## config.mk

```make
export PLATFORM = sky130hd
export DESIGN_NAME = rpn_ctrl
export DESIGN_NICKNAME = d
export VERILOG_FILES = /design/src/rpn_pkg.sv /design/src/rpn_ctrl.sv
export SDC_FILE = /design/constraint.sdc
export NUM_CORES = 1
export LEC_CHECK = 0
export ABC_AREA = 1
export ABC_CLOCK_PERIOD_IN_PS = 1100
export BUFFER_PORTS_ARGS = -buffer_cell sky130_fd_sc_hd__buf_2
export CORE_AREA = 3 3 40 42
export DETAILED_ROUTE_END_ITERATION = 7
export DIE_AREA = 0 0 43 45
export MAX_ROUTING_LAYER = met4
export SYNTH_ARGS = -nofsm -noshare
export SYNTH_HDL_FRONTEND = slang
export SYNTH_SLANG_ARGS = --single-unit
```

## constraint.sdc

```tcl
create_clock -name clk -period 1.1 [get_ports clk]
set_input_delay 0.22 -clock clk [delete_from_list [all_inputs] [get_ports clk]]
set_output_delay 0.22 -clock clk [all_outputs]
set_load 0.01 [all_outputs]
```

## src/rpn_pkg.sv

```systemverilog
package rpn_pkg;

  localparam int DEF_STACK_DEPTH = 256;
  localparam int DEF_WORD_BITS   = 64;
  localparam int IO_BITS         = 64;
  localparam int IN_DATA_BITS    = 72;
  localparam int OUT_DATA_BITS   = 144;
  localparam int DEPTH_BITS      = 9;

  // host commands
  localparam logic [2:0] CMD_CHAR = 3'd0;
  localparam logic [2:0] CMD_END  = 3'd1;
  localparam logic [2:0] CMD_PUSH = 3'd2;
  localparam logic [2:0] CMD_POP  = 3'd3;
  localparam logic [2:0] CMD_NEW  = 3'd4;

  // error codes
  localparam logic [2:0] ERR_OK    = 3'd0;
  localparam logic [2:0] ERR_UNDER = 3'd1;
  localparam logic [2:0] ERR_FULL  = 3'd2;
  localparam logic [2:0] ERR_DIV0  = 3'd3;
  localparam logic [2:0] ERR_SHIFT = 3'd4;
  localparam logic [2:0] ERR_BASE  = 3'd5;

  // sequencer phases, shared by controller state and datapath decode
  localparam logic [3:0] PH_IDLE = 4'd0;
  localparam logic [3:0] PH_FIN  = 4'd1;
  localparam logic [3:0] PH_RA   = 4'd2;
  localparam logic [3:0] PH_RB   = 4'd3;
  localparam logic [3:0] PH_RC   = 4'd4;
  localparam logic [3:0] PH_EX   = 4'd5;
  localparam logic [3:0] PH_DIV  = 4'd6;
  localparam logic [3:0] PH_DQ   = 4'd7;
  localparam logic [3:0] PH_WR   = 4'd8;
  localparam logic [3:0] PH_RT   = 4'd9;
  localparam logic [3:0] PH_OUT  = 4'd10;

  // program characters
  localparam logic [7:0] CH_ADD    = 8'h2B;
  localparam logic [7:0] CH_SUB    = 8'h2D;
  localparam logic [7:0] CH_MUL    = 8'h2A;
  localparam logic [7:0] CH_DIV    = 8'h2F;
  localparam logic [7:0] CH_MOD    = 8'h25;
  localparam logic [7:0] CH_DIVMOD = 8'h7E;
  localparam logic [7:0] CH_AND    = 8'h26;
  localparam logic [7:0] CH_OR     = 8'h7C;
  localparam logic [7:0] CH_XOR    = 8'h5E;
  localparam logic [7:0] CH_LAND   = 8'h4D;
  localparam logic [7:0] CH_LOR    = 8'h6D;
  localparam logic [7:0] CH_LNOT   = 8'h4E;
  localparam logic [7:0] CH_SHL    = 8'h3C;
  localparam logic [7:0] CH_SHR    = 8'h3E;
  localparam logic [7:0] CH_EQ     = 8'h47;
  localparam logic [7:0] CH_LT     = 8'h28;
  localparam logic [7:0] CH_GT     = 8'h29;
  localparam logic [7:0] CH_LE     = 8'h7B;
  localparam logic [7:0] CH_GE     = 8'h7D;
  localparam logic [7:0] CH_DUP    = 8'h64;
  localparam logic [7:0] CH_SWAP   = 8'h72;
  localparam logic [7:0] CH_ROT    = 8'h74;
  localparam logic [7:0] CH_DROP   = 8'h52;
  localparam logic [7:0] CH_CLR    = 8'h63;
  localparam logic [7:0] CH_DEPTH  = 8'h7A;
  localparam logic [7:0] CH_GETB   = 8'h49;
  localparam logic [7:0] CH_SETB   = 8'h69;
  localparam logic [7:0] CH_NEG    = 8'h5F;
  localparam logic [7:0] CH_0      = 8'h30;
  localparam logic [7:0] CH_9      = 8'h39;
  localparam logic [7:0] CH_A      = 8'h41;
  localparam logic [7:0] CH_F      = 8'h46;

  localparam logic [4:0] BASE_TEN = 5'd10;
  localparam int         BASE_MIN = 2;
  localparam int         BASE_MAX = 16;

  typedef struct packed {
    logic [3:0] phase;
    logic       accept;
    logic       out_load;
  } rpn_cmd_t;

  typedef struct packed {
    logic fin_only;
    logic div_go;
    logic div_done;
    logic wr_done;
  } rpn_stat_t;

endpackage

```

## src/rpn_ctrl.sv

```systemverilog
module rpn_ctrl (
  input  logic              clk,
  input  logic              rst_n,
  input  logic              in_tvalid,
  output logic              in_tready,
  output logic              out_tvalid,
  input  logic              out_tready,
  input  rpn_pkg::rpn_stat_t stat,
  output rpn_pkg::rpn_cmd_t  cmd
);

  logic [3:0] state_r, state_nxt;
  logic       out_valid_r, out_valid_nxt;
  logic       out_load;

  assign in_tready  = (state_r == rpn_pkg::PH_IDLE);
  assign out_tvalid = out_valid_r;
  assign out_load   = (state_r == rpn_pkg::PH_OUT) && (!out_valid_r || out_tready);

  always_comb begin
    state_nxt = state_r;
    case (state_r)
      rpn_pkg::PH_IDLE: if (in_tvalid) state_nxt = rpn_pkg::PH_FIN;
      rpn_pkg::PH_FIN:  state_nxt = stat.fin_only ? rpn_pkg::PH_RT : rpn_pkg::PH_RA;
      rpn_pkg::PH_RA:   state_nxt = rpn_pkg::PH_RB;
      rpn_pkg::PH_RB:   state_nxt = rpn_pkg::PH_RC;
      rpn_pkg::PH_RC:   state_nxt = rpn_pkg::PH_EX;
      rpn_pkg::PH_EX:   state_nxt = stat.div_go ? rpn_pkg::PH_DIV : rpn_pkg::PH_WR;
      rpn_pkg::PH_DIV:  if (stat.div_done) state_nxt = rpn_pkg::PH_DQ;
      rpn_pkg::PH_DQ:   state_nxt = rpn_pkg::PH_WR;
      rpn_pkg::PH_WR:   if (stat.wr_done) state_nxt = rpn_pkg::PH_RT;
      rpn_pkg::PH_RT:   state_nxt = rpn_pkg::PH_OUT;
      rpn_pkg::PH_OUT:  if (out_load) state_nxt = rpn_pkg::PH_IDLE;
      default:          state_nxt = rpn_pkg::PH_IDLE;
    endcase
  end

  always_comb begin
    out_valid_nxt = out_valid_r;
    if (out_load) begin
      out_valid_nxt = 1'b1;
    end else if (out_tready) begin
      out_valid_nxt = 1'b0;
    end
  end

  always_ff @(posedge clk) begin
    if (!rst_n) begin
      state_r     <= rpn_pkg::PH_IDLE;
      out_valid_r <= 1'b0;
    end else begin
      state_r     <= state_nxt;
      out_valid_r <= out_valid_nxt;
    end
  end

  assign cmd.phase    = state_r;
  assign cmd.accept   = (state_r == rpn_pkg::PH_IDLE) && in_tvalid;
  assign cmd.out_load = out_load;

endmodule

```

==> results of run 1 <==
==> registers in the layout (all words and copies together) (netlist names) <==
signal,count
out_tvalid,1
state_r,4
==> worst paths after layout <==
| check | start | end | depth (start not counted) |
|---|---|---|---|
| worst max register to register | state_r[3]$_SDFFE_PN0P_ | state_r[1]$_SDFFE_PN0P_ | 8 |
| worst max-delay path | state_r[1]$_SDFFE_PN0P_ | cmd[0] | 5 |
| worst min-delay path | rst_n | out_tvalid$_SDFFE_PN0P_ | 3 |
| worst min register to register | state_r[0]$_SDFFE_PN0P_ | state_r[2]$_SDFFE_PN0P_ | 2 |
==> kinds of logic (layout without fill, tap and decap cells) <==
logic type / count (synthesis) / after routing
flip-flops: 5 / 5
AND/OR/NAND/NOR: 38 / 38
AO/OA/AOI/OAI: 5 / 5
buffers and inverters: 12 / 48
==> per-layer routing <==
metal	global-route usage [%]	part of all wire [%]	wire length, um	vias up
met3	1.195	4.3	58	0
met1	17.31	46	616	237
li1	-	-	-	261
met2	18.86	49	660	17
met4	7.229	0	0	0
met5	-	0	0	-
==> final cells by class <==
type,count,share of cell area (%)
inverters,11,6.491
well taps,15,2.632
repair buffers,33,31.23
clock buffers,4,3.684
multi-input cells,43,39.65
flip-flops and latches,5,16.32
==> worst max-delay path, delay by kind of cell, from the launching register on <==
family / cells / cell delay [ns]
flip-flops: 1 / 0.38
AND/OR/NAND/NOR: 3 / 0.25
buffers and inverters: 2 / 0.18
==> per-stage QoR <==
| stage | std cells | setup TNS, ns | utilization, % | area, um^2 |
|---|---|---|---|---|
| after global placement | 97 | -0.1927 | 39.14 | 503.0 |
| final | 111 | -0.8669 | 55.50 | 713.2 |
| after global routing | 111 | -1.273 | 55.50 | 713.2 |
| after CTS | 107 | -0.8068 | 50.15 | 644.4 |
| after detailed placement | 97 | -0.1724 | 39.14 | 503.0 |
| after floorplan | 60 | 0 | - | 356.6 |
==> synth_stat cells, drive strengths merged <==
cell type / count
nand3: 12
dfxtp: 5
nor2: 14
a21oi: 2
o21ai: 2
nand2: 12
buf: 1
inv: 11
a31oi: 1
==> power groups by stage <==
stage                     combinational, uW  sequential (uW)  clock [uW]
final                                   350              236         205
after global routing                    385              238         221
after CTS                               311              231         214
after detailed placement                252              227           0
after global placement                  252              225           0
after floorplan                         139              233           0
==> timing repair <==
action	CTS	global route
setup endpoints to repair	7	10
buffers inserted	6	6
pin swaps	12	10
gates cloned	0	0
resized for setup	20	12
==> impl_metrics.ini, run 1 <==
[placed_design]
preCtsSetupSlack_ns = -0.07022
place_congestion = 0.8317
io_buffers = 15
dp_hpwl_um = 822.8

[routing]
wl_per_cell_um = 12.03
firstDrtPassIters = 4
vias = 515
routed_wl_um = 1335
drt_iter0_drc = 12
ant_nets = 0
vias_per_cell = 4.640
route.detailed.drc = 0

[floorplan]
rows = 13
io_pins = 16
die_area_um2 = 1935
die_w_um = 43
die_y_um = 45
coreArea_um2 = 1285
initial_utilization_pct = 27.56

[cells_and_area]
finalNetCount = 105
area_growth_pct = 101.4
antenna-diode-count = 0
multiInputGateArea_um2 = 282.8
final_common_cell = buf_4
regArea_um2 = 116.4
drive_above_1_share_pct = 67.71
mostFrequentLayoutCells = buf_4 (18), buf_2 (13), nor2_4 (8), nand2_1 (8), nand3_1 (8)
fill_cells = 133

[timing]
slew_violations = 0
period_minus_slack_ns = 1.268
slew_headroom_pct = 88.70
timing.hold.ws_ns = 0.2760
fin_crit_sh_pct = 115.3
finalHoldViolCount = 0
worst_pin_slew_ns = 0.1694
clock.fmax_mhz = 788.4
setup_violations = 9
rsz0062_at_grt = true
fin_ws_ns = -0.1684
fin_skew_ns = 0.001644

[clock_network]
cts_hold_buffers = 0
cts_tree = yes
clock_latency_ns = 0.24
clockRootBuffer = clkbuf_4
cts_sinks = 5
cts.path.max_buffers = 2
cts_buffers = 3
htree_levels = 1
clk_pin_slew_worst_paths_ns = 0.04

[power_and_ir_drop]
pwr-share-seq_pct = 29.8
total_power_uw = 791.0
power_density_nw_per_um2 = 1109
internal-power_uw = 505.1
power_switching_uw = 285.8
p_comb_share_pct = 44.3
p_leak_uw = 0.0003589
ir_drop_v = 0.0005720
switching_share_pct = 36.14
power_frac_clock_pct = 25.9

[setup_path]
crit_slowest_cell = dfxtp_4
path_max_fanout = 4
worstSetupStartpointType = flip-flop
path_class = reg -> out
arrival_ns = 1.05
r2r_slack_ns = -0.09
slowest_delay_ns = 0.38
worstPathRequired_ns = 0.88
crit_chain = inv_4, nor2_4, nand2_2, nor2_2, buf_2
endpoint_kind = output port

[logic_synthesis]
synth_fa_ha_area_share_pct = 0
synth_xor_area_share_pct = 0
ys_types = 15
synth_simple_gate_area_share_pct = 49.47
yosysTopAreaCellShare_pct = 28.27
synth_top_cell_by_area = dfxtp_1
yosysSeqAreaShare_pct = 28.27
yosysWarnings = 0
muxShareOfSynthArea_pct = 0
synthTopCellsByArea = dfxtp_1 (28%), nand3_1 (16%), nand2_1 (12%), nor2_1 (11%), inv_1 (7.4%)
synth_top_family_by_area = simple AND/OR/NAND/NOR gates
syn_inst = 60
synth-seq-cells = 5
syn_nets = 68
syn_area_um2 = 354.1
synth_compound_area_share_pct = 8.481
syn_avg_cell_area_um2 = 5.901

[outcome]
violations = setup timing
status = finished with violations

[grt]
grtUsageTotal_pct = 12.85
grt_pass1_vias = 442
overflow = 0
grt_max_degree = 7
grt_pass1_wl_um = 1821
antenna_found_initial = 0

[run]
maxCapViolations = 0

[hold_path]
hp-class = in -> reg
(Power assumes the default switching activity.)
==> run 2: changes to the inputs <==
--- a/config.mk
+++ b/config.mk
@@ -6,9 +6,9 @@
 export NUM_CORES = 1
 export LEC_CHECK = 0
 export ABC_AREA = 1
-export ABC_CLOCK_PERIOD_IN_PS = 1100
 export BUFFER_PORTS_ARGS = -buffer_cell sky130_fd_sc_hd__buf_2
 export CORE_AREA = 3 3 40 42
+export CTS_BUF_LIST = sky130_fd_sc_hd__clkbuf_8
 export DETAILED_ROUTE_END_ITERATION = 7
 export DIE_AREA = 0 0 43 45
 export MAX_ROUTING_LAYER = met4
==> run 2 against run 1 <==
The run still ends with setup timing left. Setup slack better by 0.016 ns. Wire length is 3.5% higher. Non-clock buffer count stayed put. Combinational power is 4% higher. Final cell count stayed put. Register-to-register slack worse by 0.03 ns. Sequential cell count stayed put. Highest routed layer is now met4.
==> impl_metrics.ini, run 2 (synthesis gave the netlist of run 1 again) <==
[routing]
routed_wl_um = 1382
firstDrtPassIters = 4
wl_per_cell_um = 12.45
route.detailed.drc = 0
vias = 496
vias_per_cell = 4.468
drt_iter0_drc = 13
ant_nets = 0

[placed_design]
dpl_cell_area_um2 = 503.0
dp_hpwl_um = 822.8
placedCellCount = 97
place_congestion = 0.8317
io_buffers = 15

[grt]
antenna_found_initial = 0
overflow = 0
grt_pass1_vias = 445
grtUsageTotal_pct = 13.38
grt_max_degree = 7
grt_pass1_wl_um = 1842

[power_and_ir_drop]
internal-power_uw = 615.7
power_frac_clock_pct = 35.5
pwr-share-seq_pct = 25.1
ir_drop_v = 0.0007815
p_comb_share_pct = 39.4
power_density_nw_per_um2 = 1267
power_switching_uw = 311.4
total_power_uw = 927.1
switching_share_pct = 33.59
p_leak_uw = 0.0003723

[setup_path]
worstSetupStartpointType = flip-flop
worstPathRequired_ns = 0.88
reg2reg_depth = 8
arrival_ns = 1.03
worstSetupEndpoint = cmd[0]
crit_start = state_r[1]$_SDFFE_PN0P_
path_class = reg -> out
r2r_slack_ns = -0.12
r2r_end = state_r[1]$_SDFFE_PN0P_
r2r-start = state_r[3]$_SDFFE_PN0P_
path_max_fanout = 4
endpoint_kind = output port

[timing]
fin_crit_sh_pct = 113.8
rsz0062_at_grt = true
finalHoldViolCount = 0
timing.hold.ws_ns = 0.2928
period_minus_slack_ns = 1.252
slew_violations = 0
setup_violations = 8
worst_pin_slew_ns = 0.1754
fin_ws_ns = -0.1521
fin_skew_ns = 0.002843
clock.fmax_mhz = 798.6
slew_headroom_pct = 88.29

[cells_and_area]
largest_register_ffs = 4
regMostFlops = state_r
final_area_um2 = 732.0
finalNetCount = 105
mostFrequentLayoutCells = buf_4 (18), buf_2 (13), nor2_4 (8), nand3_1 (8), nand2_1 (8)
finalNonFillerCells = 111
antenna-diode-count = 0
drive_above_1_share_pct = 67.71
final_common_cell = buf_4
area_growth_pct = 106.7

[clock_network]
clock_latency_ns = 0.22
cts_hold_buffers = 0
cts_sinks = 5
clockRootBuffer = clkbuf_8
cts_buffers = 3
htree_levels = 1
clk_pin_slew_worst_paths_ns = 0.03
cts.path.max_buffers = 2
cts_tree = yes

[outcome]
violations = setup timing
status = finished with violations

[floorplan]
die_y_um = 45
io_pins = 16
coreArea_um2 = 1285
die_area_um2 = 1935
rows = 13
die_w_um = 43
initial_utilization_pct = 27.56

[hold_path]
hold_depth = 3
hp-class = in -> reg

[run]
maxCapViolations = 0
## run 2: area by class of cell
| class | count | area (um^2) |
|---|---|---|
| Clock inverter | 1 | 3.754 |
| Sequential cell | 5 | 116.4 |
| Timing Repair Buffer | 33 | 222.7 |
| Multi-Input combinational cell | 43 | 282.8 |
| Fill cell | 122 | 553.0 |
| Inverter | 11 | 46.29 |
| Tap cell | 15 | 18.77 |
| Clock buffer | 3 | 41.29 |
## run 2: per-layer routing
metal | part of all wire (%) | GRT usage, % | up-vias
li1 | - | - | 259
met5 | 0 | - | -
met1 | 46 | 17.59 | 218
met4 | 2.7 | 9.036 | 0
met3 | 4.0 | 2.390 | 4
met2 | 47 | 18.56 | 15
## run 2: power groups by stage
| stage | combinational (uW) | sequential [uW] | clock (uW) |
|---|---|---|---|
| 2_1_floorplan | 139 | 233 | 0 |
| 3_3_place_gp | 252 | 225 | 0 |
| 3_5_place_dp | 252 | 227 | 0 |
| 4_1_cts | 311 | 233 | 338 |
| 5_1_grt | 403 | 236 | 350 |
| 6_report | 365 | 233 | 329 |
## run 2: how the worst min path moves through the flow
stage	startpoint	to	slack, ns
3_3_place_gp	rst_n	state_r[1]$_SDFFE_PN0P_	0.51
5_1_grt	rst_n	out_tvalid$_SDFFE_PN0P_	0.32
4_1_cts	rst_n	state_r[0]$_SDFFE_PN0P_	0.30
2_1_floorplan	rst_n	state_r[3]$_SDFFE_PN0P_	0.40
6_report	rst_n	out_tvalid$_SDFFE_PN0P_	0.29
3_5_place_dp	rst_n	state_r[0]$_SDFFE_PN0P_	0.53
## run 2: per-stage QoR
stage	utilization, %	setup TNS (ns)	setup WS (ns)
after floorplan	-	0	0.01430
after global placement	39.14	-0.1927	-0.06054
after detailed placement	39.14	-0.1724	-0.07022
after CTS	51.41	-0.6984	-0.1738
after global routing	56.96	-1.229	-0.1882
final	56.96	-0.7695	-0.1521
## run 2: timing repair
| action | in CTS | in global routing |
|---|---|---|
| setup endpoints to repair | 7 | 10 |
| pin swaps | 12 | 10 |
| resized for setup | 19 | 13 |
| buffers inserted | 6 | 6 |
| gates cloned | 0 | 0 |
## run 2: worst max-delay path: stages (launching register included)
cell     delay [ns]
dfxtp_4        0.38
inv_4          0.04
nor2_4         0.10
nand2_2        0.06
nor2_2         0.09
buf_2          0.14
